**src/scpwm_pkg.sv**
```systemverilog
// ----------------------------------------------------------------------------
// scpwm_pkg
// shared types, register map and reset constants of the sixteen channel
// pwm register block
// ----------------------------------------------------------------------------
`timescale 1ns / 1ps
`default_nettype none

package scpwm_pkg;

  // sizing
  localparam int CHANNELS   = 16;
  localparam int CYCLE_BITS = 12;
  localparam int BYTE_W     = 8;
  localparam int PWM_W      = 16;
  localparam int ACT_W      = 2;
  localparam int IN_DATA_W  = 16;
  localparam int OUT_DATA_W = 24;
  localparam int CH_SPAN    = 4 * CHANNELS;

  // item kinds on in_tuser
  localparam logic [ACT_W-1:0] ACT_WRITE = 2'd0;
  localparam logic [ACT_W-1:0] ACT_READ  = 2'd1;
  localparam logic [ACT_W-1:0] ACT_TICK  = 2'd2;

  // register map
  localparam logic [BYTE_W-1:0] ADDR_MODE1    = 8'h00;
  localparam logic [BYTE_W-1:0] ADDR_MODE2    = 8'h01;
  localparam logic [BYTE_W-1:0] CH_BASE       = 8'h06;
  localparam logic [BYTE_W-1:0] ALL_BASE      = 8'hFA;
  localparam logic [BYTE_W-1:0] ALL_LAST      = 8'hFD;
  localparam logic [BYTE_W-1:0] PRESCALE_ADDR = 8'hFE;

  // byte slots inside one channel
  localparam logic [1:0] SLOT_ON_L  = 2'd0;
  localparam logic [1:0] SLOT_ON_H  = 2'd1;
  localparam logic [1:0] SLOT_OFF_L = 2'd2;
  localparam logic [1:0] SLOT_OFF_H = 2'd3;

  // bit positions
  localparam int FORCE_BIT  = 4;
  localparam int SLEEP_BIT  = 4;
  localparam int INVERT_BIT = 4;

  // reset values and limits
  localparam logic [BYTE_W-1:0] MODE1_RST      = 8'h11;
  localparam logic [BYTE_W-1:0] MODE2_RST      = 8'h04;
  localparam logic [BYTE_W-1:0] PRESCALE_RST   = 8'd30;
  localparam logic [BYTE_W-1:0] PRESCALE_FLOOR = 8'd3;
  localparam logic [BYTE_W-1:0] OFF_H_RST      = 8'h10;

  typedef logic [BYTE_W-1:0]     byte_t;
  typedef logic [CYCLE_BITS-1:0] cyc_t;
  typedef logic [3:0][BYTE_W-1:0] chan_bytes_t;

  // byte write into one channel
  typedef struct packed {
    logic       en;
    logic [1:0] slot;
    byte_t      data;
  } scpwm_wr_t;

endpackage

`default_nettype wire

```
**src/scpwm_chan.sv**
```systemverilog
// ----------------------------------------------------------------------------
// scpwm_chan
// one pwm channel: its four window bytes and the on/off window compare
// ----------------------------------------------------------------------------
`timescale 1ns / 1ps
`default_nettype none

module scpwm_chan (
  input  wire logic                     clk,
  input  wire logic                     rst_n,
  input  wire scpwm_pkg::scpwm_wr_t     wr,
  input  wire scpwm_pkg::cyc_t          cyc_nxt,
  input  wire logic                     invert_nxt,
  output scpwm_pkg::chan_bytes_t        bytes,
  output logic                          level_nxt
);
  import scpwm_pkg::*;

  chan_bytes_t bytes_r;
  chan_bytes_t bytes_nxt;
  cyc_t        on_val;
  cyc_t        off_val;
  logic        raw_lvl;

  // byte write
  always_comb begin
    bytes_nxt = bytes_r;
    if (wr.en) begin
      bytes_nxt[wr.slot] = wr.data;
    end
  end

  // off-high is the top slot; only its full-off bit is set at reset
  always_ff @(posedge clk) begin
    if (!rst_n) begin
      bytes_r <= {OFF_H_RST, {(3*BYTE_W){1'b0}}};
    end else begin
      bytes_r <= bytes_nxt;
    end
  end

  assign bytes = bytes_r;

  // window compare on the updated bytes and count
  assign on_val  = cyc_t'({bytes_nxt[SLOT_ON_H][3:0], bytes_nxt[SLOT_ON_L]});
  assign off_val = cyc_t'({bytes_nxt[SLOT_OFF_H][3:0], bytes_nxt[SLOT_OFF_L]});

  always_comb begin
    if (bytes_nxt[SLOT_OFF_H][FORCE_BIT]) begin
      raw_lvl = 1'b0;
    end else if (bytes_nxt[SLOT_ON_H][FORCE_BIT]) begin
      raw_lvl = 1'b1;
    end else if (on_val < off_val) begin
      raw_lvl = (cyc_nxt >= on_val) && (cyc_nxt < off_val);
    end else if (on_val > off_val) begin
      raw_lvl = (cyc_nxt >= on_val) || (cyc_nxt < off_val);
    end else begin
      raw_lvl = 1'b0;
    end
  end

  assign level_nxt = raw_lvl ^ invert_nxt;

endmodule

`default_nettype wire

```
**src/sixteen_channel_pwm_register_block.sv**
```systemverilog
// ----------------------------------------------------------------------------
// sixteen_channel_pwm_register_block
// register-mapped pwm generator: byte writes, byte reads and oscillator ticks
// ----------------------------------------------------------------------------
// Usage
//   in_*  : one beat per operation. in_tuser is the kind (write, read, tick),
//           in_tdata carries the register address and the write byte.
//   out_* : one beat per input beat, in order: the read byte (zero for
//           anything but a read of a mapped register) and the sixteen
//           channel levels as they stand after that operation.
//   An input register, then the decode, state update and sixteen window
//   compares run in one pass into the result register.
//   Throughput is one beat per cycle unless the result stalls; ticks may arrive every cycle.
//   Reset (rst_n low, synchronous) puts the block to sleep with prescale 30,
//   all channels forced off, other window bytes and counters at zero.
//   When out_tready is low the result holds; one more beat is taken into the
//   input register, then in_tready drops until the result is taken.
// ----------------------------------------------------------------------------
`timescale 1ns / 1ps
`default_nettype none

module sixteen_channel_pwm_register_block (
  input  wire logic                                clk,
  input  wire logic                                rst_n,
  input  wire logic                                in_tvalid,
  output logic                                     in_tready,
  // [7:0] reg_addr, [15:8] write_data
  input  wire logic [scpwm_pkg::IN_DATA_W-1:0]     in_tdata,
  // [1:0] action
  input  wire logic [scpwm_pkg::ACT_W-1:0]         in_tuser,
  output logic                                     out_tvalid,
  input  wire logic                                out_tready,
  // [7:0] read_data, [23:8] pwm_levels
  output logic [scpwm_pkg::OUT_DATA_W-1:0]         out_tdata
);
  import scpwm_pkg::*;

  // input register
  logic             s1_valid_r;
  logic [ACT_W-1:0] s1_act_r;
  byte_t            s1_addr_r;
  byte_t            s1_data_r;

  // block state
  byte_t mode_one_r, mode_one_nxt;
  byte_t mode_two_r, mode_two_nxt;
  byte_t pre_val_r,  pre_val_nxt;
  byte_t pre_cnt_r,  pre_cnt_nxt;
  cyc_t  cyc_r,      cyc_nxt;

  // result register
  logic                  out_valid_r;
  logic [OUT_DATA_W-1:0] out_data_r;

  logic        advance;
  logic        proc;
  logic        is_wr;
  logic        is_rd;
  logic        is_tick;
  logic        ch_hit;
  logic        all_hit;
  byte_t       ch_off;
  byte_t       all_off;
  byte_t       rd_data;
  scpwm_wr_t   lane_wr    [CHANNELS];
  chan_bytes_t lane_bytes [CHANNELS];
  logic [CHANNELS-1:0] lane_lvl;
  logic [PWM_W-1:0]    levels;

  // handshake
  assign advance   = !out_valid_r || out_tready;
  assign proc      = s1_valid_r && advance;
  assign in_tready = !s1_valid_r || advance;

  always_ff @(posedge clk) begin
    if (!rst_n) begin
      s1_valid_r <= 1'b0;
    end else if (in_tready) begin
      s1_valid_r <= in_tvalid;
    end
  end

  always_ff @(posedge clk) begin
    if (in_tready && in_tvalid) begin
      s1_act_r  <= in_tuser;
      s1_addr_r <= in_tdata[7:0];
      s1_data_r <= in_tdata[15:8];
    end
  end

  // operation decode
  assign is_wr   = proc && (s1_act_r == ACT_WRITE);
  assign is_rd   = proc && (s1_act_r == ACT_READ);
  assign is_tick = proc && (s1_act_r == ACT_TICK);
  assign ch_off  = s1_addr_r - CH_BASE;
  assign all_off = s1_addr_r - ALL_BASE;
  assign ch_hit  = (s1_addr_r >= CH_BASE) && (ch_off < BYTE_W'(CH_SPAN));
  assign all_hit = (s1_addr_r >= ALL_BASE) && (s1_addr_r <= ALL_LAST);

  // mode, prescale and counters
  always_comb begin
    mode_one_nxt = mode_one_r;
    mode_two_nxt = mode_two_r;
    pre_val_nxt  = pre_val_r;
    pre_cnt_nxt  = pre_cnt_r;
    cyc_nxt      = cyc_r;
    if (is_wr) begin
      if (s1_addr_r == ADDR_MODE1) begin
        mode_one_nxt = s1_data_r;
      end else if (s1_addr_r == ADDR_MODE2) begin
        mode_two_nxt = s1_data_r;
      end else if ((s1_addr_r == PRESCALE_ADDR) && mode_one_r[SLEEP_BIT]) begin
        pre_val_nxt = (s1_data_r < PRESCALE_FLOOR) ? PRESCALE_FLOOR : s1_data_r;
      end
    end
    if (is_tick && !mode_one_r[SLEEP_BIT]) begin
      if (pre_cnt_r >= pre_val_r) begin
        pre_cnt_nxt = '0;
        cyc_nxt     = cyc_r + cyc_t'(1);
      end else begin
        pre_cnt_nxt = pre_cnt_r + byte_t'(1);
      end
    end
  end

  always_ff @(posedge clk) begin
    if (!rst_n) begin
      mode_one_r <= MODE1_RST;
      mode_two_r <= MODE2_RST;
      pre_val_r  <= PRESCALE_RST;
      pre_cnt_r  <= '0;
      cyc_r      <= '0;
    end else begin
      mode_one_r <= mode_one_nxt;
      mode_two_r <= mode_two_nxt;
      pre_val_r  <= pre_val_nxt;
      pre_cnt_r  <= pre_cnt_nxt;
      cyc_r      <= cyc_nxt;
    end
  end

  // channel lanes
  for (genvar g = 0; g < CHANNELS; g++) begin : g_lane
    always_comb begin
      lane_wr[g].en   = is_wr && (all_hit || (ch_hit && (ch_off[7:2] == 6'(g))));
      lane_wr[g].slot = all_hit ? all_off[1:0] : ch_off[1:0];
      lane_wr[g].data = s1_data_r;
    end

    scpwm_chan u_chan (
      .clk        (clk),
      .rst_n      (rst_n),
      .wr         (lane_wr[g]),
      .cyc_nxt    (cyc_nxt),
      .invert_nxt (mode_two_nxt[INVERT_BIT]),
      .bytes      (lane_bytes[g]),
      .level_nxt  (lane_lvl[g])
    );
  end

  // unused channel bits read as zero
  for (genvar g = 0; g < PWM_W; g++) begin : g_lvl
    if (g < CHANNELS) begin : g_used
      assign levels[g] = lane_lvl[g];
    end else begin : g_zero
      assign levels[g] = 1'b0;
    end
  end

  // read mux
  always_comb begin
    rd_data = '0;
    if (is_rd) begin
      if (s1_addr_r == ADDR_MODE1) begin
        rd_data = mode_one_r;
      end else if (s1_addr_r == ADDR_MODE2) begin
        rd_data = mode_two_r;
      end else if (s1_addr_r == PRESCALE_ADDR) begin
        rd_data = pre_val_r;
      end else if (ch_hit) begin
        for (int i = 0; i < CHANNELS; i++) begin
          if (ch_off[7:2] == 6'(i)) begin
            rd_data = lane_bytes[i][ch_off[1:0]];
          end
        end
      end
    end
  end

  // result register
  always_ff @(posedge clk) begin
    if (!rst_n) begin
      out_valid_r <= 1'b0;
    end else if (advance) begin
      out_valid_r <= s1_valid_r;
    end
  end

  always_ff @(posedge clk) begin
    if (proc) begin
      out_data_r <= {levels, rd_data};
    end
  end

  assign out_tvalid = out_valid_r;
  assign out_tdata  = out_data_r;

endmodule

`default_nettype wire

```
**config.mk**
```make
export PLATFORM = sky130hd
export DESIGN_NAME = sixteen_channel_pwm_register_block
export DESIGN_NICKNAME = d
export VERILOG_FILES = /design/src/scpwm_pkg.sv /design/src/scpwm_chan.sv /design/src/sixteen_channel_pwm_register_block.sv
export SDC_FILE = /design/constraint.sdc
export NUM_CORES = 2
export LEC_CHECK = 0
export ABC_CLOCK_PERIOD_IN_PS = 10840
export BUFFER_PORTS_ARGS = -buffer_cell sky130_fd_sc_hd__buf_2
export CAP_MARGIN = 25
export CORE_AREA = 3 3 314 316
export CTS_CLUSTER_SIZE = 28
export DETAILED_ROUTE_END_ITERATION = 7
export DIE_AREA = 0 0 317 319
export PLACE_DENSITY = 0.69
export SLEW_MARGIN = 20
export SYNTH_ARGS = -nofsm -noshare
export SYNTH_HDL_FRONTEND = slang
export SYNTH_HIERARCHICAL = 1
export SYNTH_SLANG_ARGS = --single-unit
```
**constraint.sdc**
```tcl
create_clock -name clk -period 10.84 [get_ports clk]
set_input_delay 0.542 -clock clk [delete_from_list [all_inputs] [get_ports clk]]
set_output_delay 0.542 -clock clk [all_outputs]
set_load 0.05 [all_outputs]
```
==> impl_metrics.json <==
{
  "gr-usage-all-layers": 0.259,
  "grt_pass1_wl_um": 205000,
  "ir_drop_uv": 99.0,
  "async_reset_ff_frac": 0,
  "nets": 5070,
  "crit_fanout": 47,
  "cts_tree": "done",
  "cts-root-buf": "clkbuf_16",
  "p_per_area_nw_per_um2": 110,
  "cts.sinks": 600,
  "clock_path_buffers": 3,
  "synth_warnings": 6,
  "die_area_sq_um": 101000,
  "min-delay-start": "in_tdata[14]",
  "hold_class": "input pin to flip-flop",
  "antenna_found_initial": 6,
  "avgSynthCellArea_sq_um": 9.47,
  "clock.fmax_mhz": 148,
  "core_sq_um": 96300,
  "finalMaxSlewViolations": 0,
  "die_y_um": 319,
  "ios": 48,
  "finClkSkew_ns": 0.0233,
  "cts_resized": 0,
  "syn_area_sq_um": 43100,
  "arrival_ns": 7.06,
  "detail_route.vias_per_cell": 6.11,
  "leakagePower_nw": 21.9,
  "setup_viol": 0,
  "worstMarginPinSlew_ns": 1.15,
  "numCtsBuffers": 72,
  "r2r_end": "out_tdata[20]$_DFFE_PP_",
  "final_cells": 5873,
  "dieWidth_um": 317,
  "hold_buffers": 0,
  "grt_max_degree": 116,
  "synth-main-ff-cell": "dfxtp_1",
  "diodes": 0,
  "final.min_clock_period_ns": 6.74,
  "numPortBuffers": 47,
  "drt_first_pass_iters": 8,
  "synth_edf_count": 42,
  "setup_slack_ns": 4.10,
  "maxSlewHeadroom": 0.235,
  "start_util": 0.448,
  "cts_setup_buffers": 0,
  "wl_per_cell_um": 22.8,
  "crit_type": "flip-flop to flip-flop",
  "reg2reg_depth": 18,
  "reg2reg_from": "s1_addr_r[1]$_DFFE_PP_",
  "globalplace.congestion": 0.918,
  "cp-end-kind": "flip-flop",
  "syn_inst": 4551,
  "violations": "design-rule violations",
  "status": "complete, but fails checks",
  "drive_gt1_frac": 0.111,
  "drcViolationCount": 3,
  "tns_ns": 0,
  "drt_wl_total_um": 134000,
  "crit_required_ns": 11.16,
  "holdPathEnd": "s1_data_r[6]$_DFFE_PP_",
  "hold_depth": 1,
  "rows": 114,
  "max_cap_viol_count": 0,
  "yosys-top-cells-count": "nor2_1 (677), dfxtp_1 (558), ha_1 (508), mux2i_1 (493), inv_1 (274)",
  "synthTopCellsByArea": "dfxtp_1 (26%), ha_1 (15%), mux2i_1 (11%), mux4_2 (6.0%), nor2_1 (5.9%)",
  "hold_viol_final": 0,
  "synth.most_common_cell": "nor2_1",
  "syn-num-nets": 5081,
  "drtIter0Drc": 3779,
  "grt_pass1_vias": 34600,
  "clock_latency_ns": 0.64,
  "startpoint_type": "flip-flop",
  "vias": 35900,
  "synth_top_cell_by_area": "dfxtp_1",
  "reg2reg_slack_ns": 4.10,
  "clkSlewWorstSetupHoldPaths_ns": 0.06,
  "rsz0062_at_grt": "false",
  "area_growth_pct": 8.36,
  "dp.cells": 5735,
  "place_hpwl_um": 88400,
  "grt_overflow": 0,
  "place_ws_ns": 4.36,
  "antenna_left": 0,
  "h-tree-depth": 3,
  "finalCritPeriodShare": 0.622,
  "yosysSeqAreaShare": 0.288,
  "hold_slack_ns": 0.0896,
  "synth_top_cell_area_share": 0.259,
  "synth-seq-cells": 600,
  "synthDistinctLibCells": 80
}
kinds of logic (layout without fill, tap and decap cells):
logic type	after synthesis	in the layout	share of synthesized area
fa+ha+maj	508	508	0.147
xor+xnor	81	81	0.0165
flops	600	600	0.288
buf+inv	469	515	0.0568
compound gates	774	774	0.121
simple gates	1448	1448	0.167
mux	671	671	0.203
how the worst max path moves through the flow:
stage	cells after the start	start	slack [ns]	endpoint
after floorplan	20	s1_addr_r[0]$_DFFE_PP_	4.70	out_tdata[8]$_DFFE_PP_
after global routing	20	s1_addr_r[1]$_DFFE_PP_	3.95	out_tdata[9]$_DFFE_PP_
after detailed placement	18	s1_addr_r[1]$_DFFE_PP_	4.36	out_tdata[20]$_DFFE_PP_
after CTS	19	s1_addr_r[1]$_DFFE_PP_	4.35	out_tdata[20]$_DFFE_PP_
after global placement	19	s1_addr_r[1]$_DFFE_PP_	4.44	out_tdata[19]$_DFFE_PP_
final	18	s1_addr_r[1]$_DFFE_PP_	4.10	out_tdata[20]$_DFFE_PP_
cell type report:
cell class                      instances  area (sq um)
Fill cell                            8911         49600
Tap cell                             1276          1600
Clock inverter                         23           295
Inverter                              274          1030
Sequential cell                       600         12400
Multi-Input combinational cell       3482         28400
Timing Repair Buffer                  110           790
Clock buffer                          108          2180
critical path, cell delays in order, from the launching register on:
cell and delay, ns:
edfxtp_1 0.32, buf_4 0.56, ha_1 0.52, xnor2_2 0.11
buf_4 0.22, nor2_1 0.81, nand2_1 0.33, a21oi_1 0.56
nand3b_1 0.62, mux2i_1 0.56, inv_1 0.09, ha_1 0.31
and4_1 0.22, a21oi_1 0.26, nand2_4 0.06, a221o_2 0.32
mux2i_1 0.14, a211oi_2 0.25, xor2_1 0.12
routing by layer:
layer,vias to the layer above,GRT usage,share of wire
li1,16600,-,-
met1,17500,0.355,0.43
met2,1434,0.405,0.44
met3,365,0.0402,0.080
met4,2,0.110,0.046
met5,-,0,0.000097
registers in the layout, indices dropped and copies added, names as in the netlist, 8 cells and up:
register             cells
s1_data_r                8
g_lane.u_chan/bytes    512
mode_one_r               8
mode_two_r               8
cyc_r                   12
pre_cnt_r                8
s1_addr_r                8
pre_val_r                8
out_tdata               24
power breakdown:
part / internal [mW] / total (mW) / switching (mW) / leakage, nW
Clock: 1.52 / 2.54 / 1.03 / 1.21
Combinational: 0.0870 / 0.340 / 0.253 / 15.8
Sequential: 2.24 / 2.25 / 0.0105 / 4.90
layout by cell type (no fill, tap or decap), types with 40 or more instances in the layout:
master / netlist / routed
mux4_2: 115 / 115
o21ai_0: 146 / 146
nand2_1: 235 / 231
mux2i_1: 493 / 493
a21oi_1: 272 / 272
nor2_1: 677 / 677
clkbuf_16: 0 / 74
nand4_1: 40 / 40
a31oi_1: 59 / 59
nor2b_1: 52 / 52
dfxtp_1: 558 / 558
and4_1: 66 / 66
inv_1: 274 / 272
buf_4: 27 / 53
ha_1: 508 / 507
edfxtp_1: 42 / 42
buf_2: 27 / 47
nand3_1: 114 / 114
nand2b_1: 44 / 44
through the flow:
stage / utilization / total power [mW] / area [sq um]
5_1_grt: 0.485 / 5.27 / 46700
3_5_place_dp: 0.458 / 2.62 / 44100
3_3_place_gp: 0.458 / 2.62 / 44100
6_report: 0.485 / 5.13 / 46700
2_1_floorplan: - / 2.52 / 43100
4_1_cts: 0.484 / 5.16 / 46600
No activity file was read; power rests on OpenSTA's default activity.
